==> src/sv/rsa_keygen_encrypt_decrypt_unit_assert.svh <==
// ----------------------------------------------------------------------------
// rsa keygen unit assertion macros
// shared property forms for the controller checks
// ----------------------------------------------------------------------------
`ifndef RSA_KEYGEN_ENCRYPT_DECRYPT_UNIT_ASSERT_SVH
`define RSA_KEYGEN_ENCRYPT_DECRYPT_UNIT_ASSERT_SVH

// same-cycle implication
`define RSAKG_ASSERT_NOW(lbl, ante, cons, msg) \
  lbl: assert property (@(posedge clk) disable iff (!rst_n) (ante) |-> (cons)) \
    else $error(msg);

// next-cycle implication
`define RSAKG_ASSERT_NEXT(lbl, ante, cons, msg) \
  lbl: assert property (@(posedge clk) disable iff (!rst_n) (ante) |=> (cons)) \
    else $error(msg);

`endif

==> src/sv/rsakg_pkg.sv <==
// ----------------------------------------------------------------------------
// rsakg_pkg
// shared types and constants of the rsa key generation unit
// ----------------------------------------------------------------------------
`timescale 1ns / 1ps
`default_nettype none

package rsakg_pkg;

  localparam int PRIME_BITS_DEF = 8;
  localparam int FIELD_W        = 16;

  typedef enum logic [4:0] {
    OP_NONE,
    OP_LOAD,
    OP_PRODUCTS,
    OP_GCD_INIT,
    OP_GCD_DIV,
    OP_GCD_STEP,
    OP_E_INC,
    OP_INV_INIT,
    OP_INV_DIV,
    OP_INV_MUL,
    OP_INV_UPD,
    OP_INV_DONE,
    OP_PW_INIT,
    OP_PW_BASE,
    OP_PW_MUL,
    OP_PW_STEP,
    OP_PW_END,
    OP_EMIT
  } op_t;

  typedef struct packed {
    op_t  op;
    logic dec;
  } cmd_t;

  typedef struct packed {
    logic div_done;
    logic mm_done;
    logic gb_zero;
    logic ga_one;
    logic e_lt_phi;
    logic phi_ge2;
    logic x_gt1;
    logic y_nz;
    logic n_zero;
    logic ex_zero;
  } sts_t;

endpackage

`default_nettype wire

==> src/sv/rsakg_ctrl.sv <==
// ----------------------------------------------------------------------------
// rsakg_ctrl
// sequencer for key search, inverse and the two exponentiations
// ----------------------------------------------------------------------------
`timescale 1ns / 1ps
`default_nettype none
`include "rsa_keygen_encrypt_decrypt_unit_assert.svh"

module rsakg_ctrl (
  input  wire logic            clk,
  input  wire logic            rst_n,
  input  wire logic            in_tvalid,
  output logic                 in_tready,
  output logic                 out_tvalid,
  input  wire logic            out_tready,
  input  wire rsakg_pkg::sts_t sts,
  output rsakg_pkg::cmd_t      cmd
);

  typedef enum logic [15:0] {
    S_IDLE   = 16'h0001,
    S_PROD   = 16'h0002,
    S_GINIT  = 16'h0004,
    S_GTEST  = 16'h0008,
    S_GWAIT  = 16'h0010,
    S_GCHK   = 16'h0020,
    S_IINIT  = 16'h0040,
    S_ITEST  = 16'h0080,
    S_IDWAIT = 16'h0100,
    S_IMWAIT = 16'h0200,
    S_PSTART = 16'h0400,
    S_PIWAIT = 16'h0800,
    S_PTEST  = 16'h1000,
    S_PMWAIT = 16'h2000,
    S_DONE   = 16'h4000,
    S_SPARE  = 16'h8000
  } state_t;

  state_t state_r, state_nxt;
  logic   dec_r, dec_nxt;
  logic   out_valid_r, out_valid_nxt;
  logic   emit;

  always_comb begin
    state_nxt = state_r;
    dec_nxt   = dec_r;
    cmd.op    = rsakg_pkg::OP_NONE;
    cmd.dec   = dec_r;
    unique case (state_r)
      S_IDLE: begin
        if (in_tvalid) begin
          cmd.op    = rsakg_pkg::OP_LOAD;
          state_nxt = S_PROD;
        end
      end
      S_PROD: begin
        cmd.op    = rsakg_pkg::OP_PRODUCTS;
        state_nxt = S_GINIT;
      end
      S_GINIT: begin
        cmd.op    = rsakg_pkg::OP_GCD_INIT;
        state_nxt = S_GTEST;
      end
      S_GTEST: begin
        if (sts.gb_zero) begin
          state_nxt = S_GCHK;
        end else begin
          cmd.op    = rsakg_pkg::OP_GCD_DIV;
          state_nxt = S_GWAIT;
        end
      end
      S_GWAIT: begin
        if (sts.div_done) begin
          cmd.op    = rsakg_pkg::OP_GCD_STEP;
          state_nxt = S_GTEST;
        end
      end
      S_GCHK: begin
        dec_nxt = 1'b0;
        priority if (sts.e_lt_phi && !sts.ga_one) begin
          cmd.op    = rsakg_pkg::OP_E_INC;
          state_nxt = S_GINIT;
        end else if (sts.phi_ge2 && sts.ga_one) begin
          state_nxt = S_IINIT;
        end else begin
          state_nxt = S_PSTART;
        end
      end
      S_IINIT: begin
        cmd.op    = rsakg_pkg::OP_INV_INIT;
        state_nxt = S_ITEST;
      end
      S_ITEST: begin
        if (sts.x_gt1 && sts.y_nz) begin
          cmd.op    = rsakg_pkg::OP_INV_DIV;
          state_nxt = S_IDWAIT;
        end else begin
          cmd.op    = rsakg_pkg::OP_INV_DONE;
          state_nxt = S_PSTART;
        end
      end
      S_IDWAIT: begin
        if (sts.div_done) begin
          cmd.op    = rsakg_pkg::OP_INV_MUL;
          state_nxt = S_IMWAIT;
        end
      end
      S_IMWAIT: begin
        if (sts.mm_done) begin
          cmd.op    = rsakg_pkg::OP_INV_UPD;
          state_nxt = S_ITEST;
        end
      end
      S_PSTART: begin
        if (sts.n_zero) begin
          state_nxt = S_DONE;
        end else begin
          cmd.op    = rsakg_pkg::OP_PW_INIT;
          state_nxt = S_PIWAIT;
        end
      end
      S_PIWAIT: begin
        if (sts.div_done) begin
          cmd.op    = rsakg_pkg::OP_PW_BASE;
          state_nxt = S_PTEST;
        end
      end
      S_PTEST: begin
        if (sts.ex_zero) begin
          cmd.op = rsakg_pkg::OP_PW_END;
          if (dec_r) begin
            state_nxt = S_DONE;
          end else begin
            dec_nxt   = 1'b1;
            state_nxt = S_PSTART;
          end
        end else begin
          cmd.op    = rsakg_pkg::OP_PW_MUL;
          state_nxt = S_PMWAIT;
        end
      end
      S_PMWAIT: begin
        if (sts.mm_done) begin
          cmd.op    = rsakg_pkg::OP_PW_STEP;
          state_nxt = S_PTEST;
        end
      end
      S_DONE: begin
        if (!out_valid_r || out_tready) begin
          cmd.op    = rsakg_pkg::OP_EMIT;
          state_nxt = S_IDLE;
        end
      end
      default: begin
        state_nxt = S_IDLE;
      end
    endcase
  end

  assign emit          = cmd.op == rsakg_pkg::OP_EMIT;
  assign out_valid_nxt = emit || (out_valid_r && !out_tready);

  always_ff @(posedge clk) begin
    if (!rst_n) begin
      state_r     <= S_IDLE;
      dec_r       <= 1'b0;
      out_valid_r <= 1'b0;
    end else begin
      state_r     <= state_nxt;
      dec_r       <= dec_nxt;
      out_valid_r <= out_valid_nxt;
    end
  end

  assign in_tready  = rst_n && (state_r == S_IDLE);
  assign out_tvalid = out_valid_r;

  `RSAKG_ASSERT_NEXT(a_done_holds, state_r == S_DONE && out_valid_r && !out_tready, state_r == S_DONE, "result overwritten while stalled")
  `RSAKG_ASSERT_NEXT(a_div_to_mul, state_r == S_IDWAIT && sts.div_done, state_r == S_IMWAIT, "inverse multiply not started")
  `RSAKG_ASSERT_NEXT(a_mul_waits, state_r == S_PMWAIT && !sts.mm_done, state_r == S_PMWAIT, "power step left early")
  `RSAKG_ASSERT_NOW(a_valid_from_done, $rose(out_valid_r), $past(state_r) == S_DONE, "result shown outside done")

endmodule

`default_nettype wire
==> config.mk <==
export PLATFORM = sky130hd
export DESIGN_NAME = rsakg_ctrl
export DESIGN_NICKNAME = d
export VERILOG_FILES = /design/src/sv/rsakg_pkg.sv /design/src/sv/rsakg_ctrl.sv
export VERILOG_INCLUDE_DIRS = /design/src /design/src/sv
export SDC_FILE = /design/constraint.sdc
export NUM_CORES = 1
export LEC_CHECK = 0
export BUFFER_PORTS_ARGS = -buffer_cell sky130_fd_sc_hd__buf_4
export CORE_ASPECT_RATIO = 0.7
export CORE_MARGIN = 2
export CORE_UTILIZATION = 50
export CTS_CLUSTER_SIZE = 25
export DETAILED_ROUTE_END_ITERATION = 6
export PLACE_DENSITY = 0.86
export RECOVER_POWER = 25
export SLEW_MARGIN = 30
export SYNTH_ARGS = -nofsm -noshare
export SYNTH_HDL_FRONTEND = slang
export SYNTH_SLANG_ARGS = --single-unit
==> constraint.sdc <==
create_clock -name clk -period 1.85 [get_ports clk]
set_clock_uncertainty 0.1 [all_clocks]
set_input_delay 0.185 -clock clk [delete_from_list [all_inputs] [get_ports clk]]
set_output_delay 0.185 -clock clk [all_outputs]
set_load 0.05 [all_outputs]
==> key figures <==
Final layout
  • Area growth from synthesis to layout: 83.0%
  • Share of cells above drive strength 1: between 60% and 70%
  • Nets: ~260
  • Core Util, Final: 95.7%
  • # diodes: 0

Synthesis
  • Combinational family with the most area after synthesis: simple AND/OR/NAND/NOR gates
  • Top cells by area, synth: dfxtp_1 26%, nor2_1 5.5%, nor4_4 5.0%
  • Yosys reg bits: 17
  • Post-Synth Adder-Cell Area: 0%
  • Synth Flop Type: dfxtp_1
  • Complex-gate fraction of the synthesized area: 19.3%
  • Post-Syn Area per Cell: 8.46 µm²
  • Synth top cells by count: 19 x nor2_1, 17 x dfxtp_1, 10 x nand2_1
  • Most common cell in the netlist: nor2_1
  • Cells after Synth: between 150 and 200
  • Yosys top cell area share: 26.5%
  • Cell Area, Synth: about 0.0013 mm²
  • EDFF count, synth: 0
  • Yosys cell types: 54
  • Fraction of registers with async set/reset: 0%
  • Post-synthesis mux area share: 0%
  • Synth Area in XOR/XNOR: 1.36%
  • Synth Net Count: 166
  • Area leader, netlist: dfxtp_1
  • Synth warnings: 0
  • Simple-Gate Fraction of Synth Area: 48.0%
  • Sequential area share after synthesis: 26.5%

Worst setup path
  • Crit path from: state_r[1]
  • Startpoint types: flip-flop
  • CP required: 1.56 ns
  • Worst Setup EP: cmd[1]
  • R2R depth: 9
  • R2R Path End: state_r[7]
  • CP Class: flip-flop to primary output
  • Arrival @ worst endpoint: roughly 2.3 ns
  • Reg-to-reg startpoint: state_r[10]
  • Worst setup EP type: primary output
  • Flop2flop setup slack: -0.43 ns
  • Crit path max fanout: 5

Status
  • Status: finished, violations left
  • Failing checks: negative setup slack

Timing
  • Tcrit/Tclk final: 138%
  • Tightest Pin Transition: 0.595 ns
  • # setup viols final: 20
  • Highest clock rate: 392 MHz
  • Final Hold Fails: 0
  • Worst slew margin: 60.5%
  • Tmin final: 2.55 ns
  • Final slew viol count: 0
  • Unrepaired setup endpoints after global routing: yes
  • Worst hold slack: 0.0694 ns
  • Setup ws final: -0.698 ns

Detailed routing
  • Vias per inst: 7.00
  • Initial DRC Count: around 320
  • First-pass DRT Iterations: 7
  • Vias: 1933
  • Wirelength per Cell: about 26 µm
  • ANT nets after route: 0
  • DRT Wirelength: around 7200 µm
  • Drt drc: 0

Die
  • Die area: 0.00300 mm²
  • Rows: 15
  • Die height: between 40 and 50 µm
  • Starting density of the core: 52.3%
  • Die width: approximately 65 µm
  • I/O pin total: 22
  • Core Area: about 0.0025 mm²

Clock network
  • Root cell of the clock tree: clkbuf_8
  • Clk buf depth: 2
  • TritonCTS clock tree: built
  • Clock slew at reported path FFs: 0.07 ns
  • Clock Latency Late Sink: approximately 0.27 ns
  • # clock sinks: 17
  • H-tree depth: 1
  • # hold bufs at CTS: 0
  • CTS buffer count: 3

Job
  • Max-cap violations: 0

Power and ir drop
  • Worst vdd ir: 600 µV
  • Pwr dens: roughly 580 mW/mm²
  • Total Power: between 1 and 1.5 mW
  • Leakage: 1.05 nW

Worst hold path
  • Hold Path Class: input pin to flip-flop

GRT
  • Initial antenna violation count: 0
  • Tot GR Track Use: 41.7%
  • Total grt overflow: 0
  • Vias in the first global route: roughly 1700
  • First-pass GRT wire length: roughly 8900 µm
  • Largest net degree at the start of global routing: 12

Placed design
  • Port-buffer cells: 21
  • HPWL after DPL: roughly 3500 µm
  • Gp weighted congestion: ~1.0
cell usage in the layout, fill, tap and decap left out, types with 5 or more instances in the layout:
master and count:
buf_6 15, nand2b_1 5, nor2_1 17, nand4_1 9, buf_8 5, a21oi_2 5
buf_4 70, nand2_1 6, dfxtp_2 7, dfxtp_1 8
per-layer routing:
metal  vias to the layer above  global-route usage [%]  wire, µm
met5                         -                       0         0
met4                         0                    23.4       550
met3                        81                    13.7      1040
met1                       877                    48.1      2560
li1                        756                       -         -
met2                       219                    70.2      3020
logic make-up (layout without fill, tap and decap cells):
kind of cell           count (synthesis)  after routing
flip-flops                            17             17
buffers and inverters                 10            100
AND/OR/NAND/NOR                       93             93
AO/OA/AOI/OAI                         30             30
XOR/XNOR                               2              2
worst min-delay path by stage:
stage	from	end	cells past startpoint
final	rst_n	state_r[10]	2
after global routing	rst_n	state_r[10]	2
after CTS	sts[7]	state_r[5]	3
after detailed placement	rst_n	state_r[10]	2
after global placement	rst_n	state_r[10]	2
after floorplan	rst_n	state_r[10]	1
per-stage QoR:
stage | cell area (µm²) | instances | setup TNS (ns) | worst slack, ns
CTS | 2150 | 263 | -5.08 | -0.542
global placement | 1830 | 246 | -2.35 | -0.295
floorplan | 1340 | 152 | -0.586 | -0.188
detailed placement | 1830 | 246 | -2.95 | -0.347
global route | 2350 | 276 | -8.39 | -0.733
finish | 2350 | 276 | -7.79 | -0.698
power by group:
group / switching [mW] / internal, mW
logic: 0.353 / 0.326
clock network: 0.147 / 0.152
registers: 0.0134 / 0.378
total: 0.513 / 0.856
area by class of cell:
class | count | area (µm²)
Clock buffer | 3 | 41.3
Clock inverter | 1 | 7.51
Fill cell | 54 | 105
Inverter | 5 | 18.8
Multi-Input combinational cell | 125 | 1110
Sequential cell | 17 | 357
Tap cell | 34 | 42.5
Timing Repair Buffer | 91 | 773
sequential cells by signal, summed over array words and instances, names as in the netlist:
| name | count |
|---|---|
| out_tvalid | 1 |
| dec_r | 1 |
| state_r | 15 |
repair_timing:
action	in CTS	in global routing
setup endpoints to repair	18	20
pin swaps	23	21
resized for setup	46	26
cloned	0	0
setup buffers	16	17
critical path, stage by stage, from the launching register on:
cell     delay (ns)
dfxtp_4        0.35
or4_4          0.61
nor2_8         0.16
buf_6          0.12
nand4_1        0.21
nand4_1        0.24
a221o_2        0.15
buf_8          0.14
No activity file was read; power rests on OpenSTA's default activity.
