File: config.mk
export PLATFORM = sky130hd
export DESIGN_NAME = rsakg_dp
export DESIGN_NICKNAME = d
export VERILOG_FILES = /design/src/sv/rsa_keygen_encrypt_decrypt_unit_assert.svh /design/src/sv/rsakg_pkg.sv /design/src/sv/rsakg_div.sv /design/src/sv/rsakg_modmul.sv /design/src/sv/rsakg_dp.sv
export SDC_FILE = /design/constraint.sdc
export NUM_CORES = 2
export LEC_CHECK = 0
export BUFFER_PORTS_ARGS = -buffer_cell sky130_fd_sc_hd__buf_4
export CAP_MARGIN = 20
export CORE_ASPECT_RATIO = 0.75
export CORE_MARGIN = 8
export CORE_UTILIZATION = 30
export CTS_BUF_LIST = sky130_fd_sc_hd__clkbuf_2
export DETAILED_ROUTE_END_ITERATION = 6
export PLACE_DENSITY = 0.46
export SYNTH_ARGS = -nofsm -noshare
export SYNTH_HDL_FRONTEND = slang
export SYNTH_SLANG_ARGS = --single-unit
File: constraint.sdc
create_clock -name clk -period 7.15 [get_ports clk]
set_clock_uncertainty 0.1 [all_clocks]
set_input_delay 1.43 -clock clk [delete_from_list [all_inputs] [get_ports clk]]
set_output_delay 1.43 -clock clk [all_outputs]
set_load 0.03 [all_outputs]
File: src/sv/rsa_keygen_encrypt_decrypt_unit_assert.svh
// ----------------------------------------------------------------------------
// rsa keygen unit assertion macros
// shared property forms for the controller checks
// ----------------------------------------------------------------------------
`ifndef RSA_KEYGEN_ENCRYPT_DECRYPT_UNIT_ASSERT_SVH
`define RSA_KEYGEN_ENCRYPT_DECRYPT_UNIT_ASSERT_SVH

// same-cycle implication
`define RSAKG_ASSERT_NOW(lbl, ante, cons, msg) \
  lbl: assert property (@(posedge clk) disable iff (!rst_n) (ante) |-> (cons)) \
    else $error(msg);

// next-cycle implication
`define RSAKG_ASSERT_NEXT(lbl, ante, cons, msg) \
  lbl: assert property (@(posedge clk) disable iff (!rst_n) (ante) |=> (cons)) \
    else $error(msg);

`endif

File: src/sv/rsakg_pkg.sv
// ----------------------------------------------------------------------------
// rsakg_pkg
// shared types and constants of the rsa key generation unit
// ----------------------------------------------------------------------------
`timescale 1ns / 1ps
`default_nettype none

package rsakg_pkg;

  localparam int PRIME_BITS_DEF = 8;
  localparam int FIELD_W        = 16;

  typedef enum logic [4:0] {
    OP_NONE,
    OP_LOAD,
    OP_PRODUCTS,
    OP_GCD_INIT,
    OP_GCD_DIV,
    OP_GCD_STEP,
    OP_E_INC,
    OP_INV_INIT,
    OP_INV_DIV,
    OP_INV_MUL,
    OP_INV_UPD,
    OP_INV_DONE,
    OP_PW_INIT,
    OP_PW_BASE,
    OP_PW_MUL,
    OP_PW_STEP,
    OP_PW_END,
    OP_EMIT
  } op_t;

  typedef struct packed {
    op_t  op;
    logic dec;
  } cmd_t;

  typedef struct packed {
    logic div_done;
    logic mm_done;
    logic gb_zero;
    logic ga_one;
    logic e_lt_phi;
    logic phi_ge2;
    logic x_gt1;
    logic y_nz;
    logic n_zero;
    logic ex_zero;
  } sts_t;

endpackage

`default_nettype wire

File: src/sv/rsakg_div.sv
// ----------------------------------------------------------------------------
// rsakg_div
// restoring divider, one quotient bit per cycle
// ----------------------------------------------------------------------------
`timescale 1ns / 1ps
`default_nettype none

module rsakg_div #(
  parameter int DW = 16
) (
  input  wire logic          clk,
  input  wire logic          rst_n,
  input  wire logic          start,
  input  wire logic [DW-1:0] dividend,
  input  wire logic [DW-1:0] divisor,
  output logic      [DW-1:0] quotient,
  output logic      [DW-1:0] remainder,
  output logic               done
);

  localparam int CNT_W = (DW > 1) ? $clog2(DW) : 1;

  logic [DW-1:0]    quo_r, rem_r, dvs_r;
  logic [CNT_W-1:0] cnt_r;
  logic             busy_r, done_r;
  logic [DW:0]      trial, diff;
  logic             ge;

  assign trial = {rem_r, quo_r[DW-1]};
  assign diff  = trial - {1'b0, dvs_r};
  assign ge    = trial >= {1'b0, dvs_r};

  always_ff @(posedge clk) begin
    if (!rst_n) begin
      busy_r <= 1'b0;
      done_r <= 1'b0;
    end else begin
      done_r <= 1'b0;
      if (start) begin
        busy_r <= 1'b1;
      end else if (busy_r && cnt_r == '0) begin
        busy_r <= 1'b0;
        done_r <= 1'b1;
      end
    end
  end

  always_ff @(posedge clk) begin
    if (start) begin
      quo_r <= dividend;
      rem_r <= '0;
      dvs_r <= divisor;
      cnt_r <= CNT_W'(DW - 1);
    end else if (busy_r) begin
      quo_r <= {quo_r[DW-2:0], ge};
      rem_r <= ge ? diff[DW-1:0] : trial[DW-1:0];
      cnt_r <= cnt_r - 1'b1;
    end
  end

  assign quotient  = quo_r;
  assign remainder = rem_r;
  assign done      = done_r;

endmodule

`default_nettype wire

File: src/sv/rsakg_modmul.sv
// ----------------------------------------------------------------------------
// rsakg_modmul
// interleaved modular multiplier, one multiplier bit per cycle
// ----------------------------------------------------------------------------
`timescale 1ns / 1ps
`default_nettype none

module rsakg_modmul #(
  parameter int DW = 16
) (
  input  wire logic          clk,
  input  wire logic          rst_n,
  input  wire logic          start,
  input  wire logic [DW-1:0] mul_a,
  input  wire logic [DW-1:0] mul_b,
  input  wire logic [DW-1:0] modulus,
  output logic      [DW-1:0] product,
  output logic               done
);

  localparam int CNT_W = (DW > 1) ? $clog2(DW) : 1;

  logic [DW-1:0]    a_r, b_r, m_r, acc_r;
  logic [CNT_W-1:0] cnt_r;
  logic             busy_r, done_r;
  logic [DW:0]      dbl, red1, add, red2;

  always_comb begin
    dbl  = {acc_r, 1'b0};
    red1 = (dbl >= {1'b0, m_r}) ? dbl - {1'b0, m_r} : dbl;
    add  = red1 + (a_r[DW-1] ? {1'b0, b_r} : '0);
    red2 = (add >= {1'b0, m_r}) ? add - {1'b0, m_r} : add;
  end

  always_ff @(posedge clk) begin
    if (!rst_n) begin
      busy_r <= 1'b0;
      done_r <= 1'b0;
    end else begin
      done_r <= 1'b0;
      if (start) begin
        busy_r <= 1'b1;
      end else if (busy_r && cnt_r == '0) begin
        busy_r <= 1'b0;
        done_r <= 1'b1;
      end
    end
  end

  always_ff @(posedge clk) begin
    if (start) begin
      a_r   <= mul_a;
      b_r   <= mul_b;
      m_r   <= modulus;
      acc_r <= '0;
      cnt_r <= CNT_W'(DW - 1);
    end else if (busy_r) begin
      a_r   <= {a_r[DW-2:0], 1'b0};
      acc_r <= red2[DW-1:0];
      cnt_r <= cnt_r - 1'b1;
    end
  end

  assign product = acc_r;
  assign done    = done_r;

endmodule

`default_nettype wire

File: src/sv/rsakg_dp.sv
// ----------------------------------------------------------------------------
// rsakg_dp
// datapath: key registers, shared divider and two modular multipliers
// ----------------------------------------------------------------------------
`timescale 1ns / 1ps
`default_nettype none

module rsakg_dp #(
  parameter int PRIME_BITS = rsakg_pkg::PRIME_BITS_DEF,
  parameter int DW         = 16
) (
  input  wire logic                            clk,
  input  wire logic                            rst_n,
  input  wire rsakg_pkg::cmd_t                 cmd,
  input  wire logic [PRIME_BITS-1:0]           in_prime_p,
  input  wire logic [PRIME_BITS-1:0]           in_prime_q,
  input  wire logic [rsakg_pkg::FIELD_W-1:0]   in_message,
  output rsakg_pkg::sts_t                      sts,
  output logic [rsakg_pkg::FIELD_W-1:0]        out_public_exponent,
  output logic [rsakg_pkg::FIELD_W-1:0]        out_private_exponent,
  output logic [rsakg_pkg::FIELD_W-1:0]        out_modulus,
  output logic [rsakg_pkg::FIELD_W-1:0]        out_ciphertext,
  output logic [rsakg_pkg::FIELD_W-1:0]        out_recovered
);

  localparam int PW = 2 * PRIME_BITS;
  localparam int FW = rsakg_pkg::FIELD_W;

  logic [PRIME_BITS-1:0] p_r, q_r, pm1, qm1;
  logic [FW-1:0]         msg_r;
  logic [PW-1:0]         n_prod, phi_prod;
  logic [DW-1:0]         n_r, phi_r, e_r, d_r, c_r, m_r;
  logic [DW-1:0]         ga_r, gb_r, x_r, y_r, snew_r, sold_r;
  logic [DW-1:0]         acc_r, base_r, ex_r, sub_mod;
  logic [FW-1:0]         oe_r, od_r, on_r, oc_r, om_r;

  logic          div_start, mm0_start, mm1_start, div_done, mm0_done, mm1_done;
  logic [DW-1:0] div_a, div_b, div_q, div_r;
  logic [DW-1:0] mm0_a, mm0_b, mm0_m, mm0_p, mm1_p;
  logic          inv_mul;

  assign pm1      = (p_r != '0) ? p_r - PRIME_BITS'(1) : '0;
  assign qm1      = (q_r != '0) ? q_r - PRIME_BITS'(1) : '0;
  assign n_prod   = p_r * q_r;
  assign phi_prod = pm1 * qm1;

  assign div_start = (cmd.op == rsakg_pkg::OP_GCD_DIV) ||
                     (cmd.op == rsakg_pkg::OP_INV_DIV) ||
                     (cmd.op == rsakg_pkg::OP_PW_INIT);

  always_comb begin
    div_a = ga_r;
    div_b = gb_r;
    if (cmd.op == rsakg_pkg::OP_INV_DIV) begin
      div_a = x_r;
      div_b = y_r;
    end else if (cmd.op == rsakg_pkg::OP_PW_INIT) begin
      div_a = cmd.dec ? c_r : DW'(msg_r);
      div_b = n_r;
    end
  end

  assign inv_mul   = cmd.op == rsakg_pkg::OP_INV_MUL;
  assign mm1_start = cmd.op == rsakg_pkg::OP_PW_MUL;
  assign mm0_start = inv_mul || mm1_start;
  assign mm0_a     = inv_mul ? div_q  : acc_r;
  assign mm0_b     = inv_mul ? snew_r : base_r;
  assign mm0_m     = inv_mul ? phi_r  : n_r;

  // old s minus quotient times new s, kept in 0..phi-1
  assign sub_mod = (sold_r >= mm0_p) ? sold_r - mm0_p : sold_r + (phi_r - mm0_p);

  rsakg_div #(.DW(DW)) u_div (
    .clk       (clk),
    .rst_n     (rst_n),
    .start     (div_start),
    .dividend  (div_a),
    .divisor   (div_b),
    .quotient  (div_q),
    .remainder (div_r),
    .done      (div_done)
  );

  rsakg_modmul #(.DW(DW)) u_mm_acc (
    .clk     (clk),
    .rst_n   (rst_n),
    .start   (mm0_start),
    .mul_a   (mm0_a),
    .mul_b   (mm0_b),
    .modulus (mm0_m),
    .product (mm0_p),
    .done    (mm0_done)
  );

  rsakg_modmul #(.DW(DW)) u_mm_sqr (
    .clk     (clk),
    .rst_n   (rst_n),
    .start   (mm1_start),
    .mul_a   (base_r),
    .mul_b   (base_r),
    .modulus (n_r),
    .product (mm1_p),
    .done    (mm1_done)
  );

  always_ff @(posedge clk) begin
    unique case (cmd.op)
      rsakg_pkg::OP_LOAD: begin
        p_r   <= in_prime_p;
        q_r   <= in_prime_q;
        msg_r <= in_message;
        e_r   <= DW'(2);
        d_r   <= '0;
        c_r   <= '0;
        m_r   <= '0;
      end
      rsakg_pkg::OP_PRODUCTS: begin
        n_r   <= DW'(n_prod);
        phi_r <= DW'(phi_prod);
      end
      rsakg_pkg::OP_GCD_INIT: begin
        ga_r <= e_r;
        gb_r <= phi_r;
      end
      rsakg_pkg::OP_GCD_STEP: begin
        ga_r <= gb_r;
        gb_r <= div_r;
      end
      rsakg_pkg::OP_E_INC: e_r <= e_r + DW'(1);
      rsakg_pkg::OP_INV_INIT: begin
        x_r    <= e_r;
        y_r    <= phi_r;
        snew_r <= '0;
        sold_r <= DW'(1);
      end
      rsakg_pkg::OP_INV_UPD: begin
        x_r    <= y_r;
        y_r    <= div_r;
        snew_r <= sub_mod;
        sold_r <= snew_r;
      end
      rsakg_pkg::OP_INV_DONE: d_r <= sold_r;
      rsakg_pkg::OP_PW_INIT: ex_r <= cmd.dec ? d_r : e_r;
      rsakg_pkg::OP_PW_BASE: begin
        base_r <= div_r;
        acc_r  <= (n_r == DW'(1)) ? '0 : DW'(1);
      end
      rsakg_pkg::OP_PW_STEP: begin
        if (ex_r[0]) begin
          acc_r <= mm0_p;
        end
        base_r <= mm1_p;
        ex_r   <= ex_r >> 1;
      end
      rsakg_pkg::OP_PW_END: begin
        if (cmd.dec) begin
          m_r <= acc_r;
        end else begin
          c_r <= acc_r;
        end
      end
      rsakg_pkg::OP_EMIT: begin
        oe_r <= e_r[FW-1:0];
        od_r <= d_r[FW-1:0];
        on_r <= n_r[FW-1:0];
        oc_r <= c_r[FW-1:0];
        om_r <= m_r[FW-1:0];
      end
      default: begin
      end
    endcase
  end

  always_comb begin
    sts.div_done = div_done;
    sts.mm_done  = mm0_done && mm1_done || (mm0_done && !mm1_done && inv_mul) ||
                   mm0_done;
    sts.gb_zero  = gb_r == '0;
    sts.ga_one   = ga_r == DW'(1);
    sts.e_lt_phi = e_r < phi_r;
    sts.phi_ge2  = phi_r >= DW'(2);
    sts.x_gt1    = x_r > DW'(1);
    sts.y_nz     = y_r != '0;
    sts.n_zero   = n_r == '0;
    sts.ex_zero  = ex_r == '0;
  end

  assign out_public_exponent  = oe_r;
  assign out_private_exponent = od_r;
  assign out_modulus          = on_r;
  assign out_ciphertext       = oc_r;
  assign out_recovered        = om_r;

endmodule

`default_nettype wire

==> metrics.md <==
| Metric | Value |
|---|---|
| Outcome | `complete, no violations` |
| Combinational share of power | `0.557` |
| Die Area | `124000 sq um` |
| Most common cell on crit path | `a21o_1` |
| Synth top area share | `0.427` |
| Row count | `106` |
| Die height | `306 microns` |
| Switching share of power | `0.439` |
| Via count | `25000` |
| Ys Warns | `0` |
| Hold Slack | `0.231 ns` |
| H-tree depth | `4` |
| Remaining DRCs | `0` |
| Clock-pin slew on the worst setup and hold paths | `0.12 ns` |
| Post-route ant nets | `0` |
| I/O pins | `130` |
| Synth Register Bits | `545` |
| Post-Route Setup TNS | `0 ns` |
| Global Route Usage Sum | `0.175` |
| Synth Area per Inst | `10.4 sq um` |
| Drt first pass iters | `5` |
| CP required | `8.29 ns` |
| GRT overflow | `0` |
| Yosys top cell by area | `edfxtp_1` |
| Layout cells sized above 1 | `0.147` |
| Leak | `15.9 nW` |
| Capture point of the worst path | `u_mm_acc.product[10]` |
| Bufs and invs on worst path | `3` |
| Worst r2r src | `u_mm_acc.product[9]` |
| CP Depth | `26` |
| Clk network pwr share | `0.168` |
| Slew Limit Fails | `0` |
| Detailed placer's ending HPWL | `82500 microns` |
| Fin nets | `3858` |
| RSZ-0062 raised after global routing | `false` |
| Initial antenna violation count | `13` |
| Asr flop ratio synth | `0` |
| Placed inst area | `36700 sq um` |
| Wire length per cell | `21.7 microns` |
| Crit path kind | `reg -> reg` |
| CP max-delay cell | `a2111oi_4` |
| CP startpoint | `u_mm_acc.product[9]` |
| Peak VDD IR | `302 uV` |
| Min Tclk post-route | `6.71 ns` |
| Post-synth net total | `3606` |
| Critical path fanouts, max | `15` |
| Final weighted congestion in routability-driven placement | `0.882` |
| EDFF count, synth | `480` |
| Die width | `403 microns` |
| Max Cap Viol | `0` |
| Area of the multi-input gates | `16500 sq um` |
| Post-synthesis cell area | `33700 sq um` |
| Hold WC Path Type | `in -> reg` |
| Worst slew margin | `0.289` |
| CTS max path bufs | `3` |
| R2R Setup Slk | `0.44 ns` |
| Layout fillers | `11400` |
| Initial DRC count | `2408` |
| CTS tree | `built` |
| Top post-synthesis cells by area | `edfxtp_1, ha_1, fa_1` |
| Vias in the first global route | `24200` |
| FF-to-FF path depth | `26` |
| Worst skew pair latency | `1.39 ns` |
| Routed WL | `111000 microns` |
| Placeable Area | `112000 sq um` |
| Family with the most delay on the worst path | `compound AO/OA/AOI/OAI gates` |
| Initial Utilization | `0.302` |
| Clock Sinks | `545` |
| Sequential share of power | `0.275` |
| Final setup viols | `0` |
| Slowest stage delay, CP | `0.54 ns` |
| Register area | `15700 sq um` |
| Crit path launch type | `register` |
| Largest net degree at the start of global routing | `65` |
| Tot Pwr | `14.4 mW` |
| Port Buffers | `129` |
| Mapped Cells | `3228` |
| Sequential share of the synthesized area | `0.466` |
| Worst Max-Slew Pin Slew | `1.06 ns` |
| Num CTS Buffers | `148` |
| Root Driver | `clkbuf_2` |
| Critical path data arrival time | `7.85 ns` |
| First-pass GRT wire length | `162000 microns` |
| Post-synth top flop | `edfxtp_1` |
| Setup Fix Bufs, Post-CTS | `0` |
| Synth-to-layout area growth | `13.8%` |
| Reg2Reg Capture Point | `u_mm_acc.product[10]` |
| Final Hold Viols | `0` |
| Final period utilization | `0.938` |
| Pwr dens | `374 nW/um^2` |
| Max Clk Rate | `149 MHz` |
| Pint | `8.06 mW` |
| Psw | `6.30 mW` |
| Synth unique cells | `80` |
| Post-route cell area | `38400 sq um` |
| Crit path capture type | `register` |
| Drt via density | `4.89` |
## worst min path at each step
stage	startpoint	end	slack (ns)	cells past startpoint
after global routing	rst_n	u_mm_acc.done	0.08	3
final	rst_n	u_mm_acc.done	0.23	3
after floorplan	m_r[0]	out_recovered[0]	0.30	0
after CTS	rst_n	u_mm_acc.done	0.002	3
after detailed placement	m_r[10]	out_recovered[10]	0.30	0
after global placement	m_r[11]	out_recovered[11]	0.30	0
## final cells by class
class	count	area share
multi-input combinational	2274	0.431
sequential	545	0.409
tap	1512	0.0493
timing repair buffer	219	0.0457
inverter	292	0.0286
clock buffer	203	0.0265
clock inverter	54	0.00975
antenna	4	0.000261
## through the flow
step | setup WS [ns] | util | std cells
global route | 0.0153 | 0.344 | 5103
floorplan | 1.12 | - | 3228
CTS | 0.470 | 0.344 | 5099
global placement | 0.614 | 0.328 | 4808
detailed placement | 0.517 | 0.329 | 4810
finish | 0.442 | 0.344 | 5103
## cell usage in the layout, fill, tap and decap left out, drive strengths merged, types with 21 or more instances in the layout
cell type and n:
o21ai 224, clkbuf 203, nand4 23, o21a 22, nand2b 32, inv 298
ha 243, a211oi 38, clkinv 44, nor4 33, xor2 59, nor2 229
dfxtp 65, edfxtp 480, mux2 66, a21oi 173, a21o 54, fa 95
xnor2 107, nor3 51, and2 82, or3 21, nor2b 33, mux2i 99
dlygate4sd3 32, and3 25, nand2 400, buf 187
## synthesized netlist by cell type (7+ instances only)
cell	n
o21a_1	22
nand2b_1	32
ha_1	243
edfxtp_1	480
xor2_1	59
o21ai_0	222
nand3_1	20
xnor2_1	107
a21o_1	52
o211ai_1	10
a21oi_1	173
clkbuf_1	104
a21boi_0	8
mux2_2	66
fa_1	95
nor2_1	227
o31ai_1	8
and4_1	7
dfxtp_1	65
a211oi_1	38
nor4_1	33
and2_1	82
nor2b_1	33
buf_1	7
or3_1	21
a31oi_1	11
and3_1	25
or2_2	15
nand4_1	23
nand2_1	400
nor3_1	51
o21bai_1	16
inv_1	291
mux2i_1	98
## layer usage
layer,vias up,GRT usage,part of all wire
met5,-,0,0
met1,12000,0.276,0.52
met4,0,0.0425,0.014
li1,12000,-,-
met3,117,0.0467,0.081
met2,868,0.233,0.38
## power groups by stage
stage	Combinational [mW]	Sequential, mW	Clock (mW)
2_1_floorplan	6.11	3.90	0
4_1_cts	7.95	3.95	2.52
3_5_place_dp	7.87	4.02	0
6_report	8.00	3.94	2.41
3_3_place_gp	7.93	4.02	0
5_1_grt	8.91	3.97	2.68
## logic make-up after synthesis
kind of cell,count (synthesis),synth area share
multiplexers,165,0.0515
adder cells (fa/ha/maj),338,0.147
buffers and inverters,409,0.0464
AND/OR/NAND/NOR,992,0.137
AO/OA/AOI/OAI,613,0.110
flip-flops,545,0.466
XOR/XNOR,166,0.0431
## tightest hold or removal path: stages
cell	delay (ns)
buf_4	0.15
nand2_1	0.07
nor4_1	0.04
## repair_timing
item	CTS	global route
setup endpoints to repair	0	2
hold buffers	32	0
endpoints found under the hold margin	32	0
resized for setup	0	2
Power figures use the tool's default switching activity.
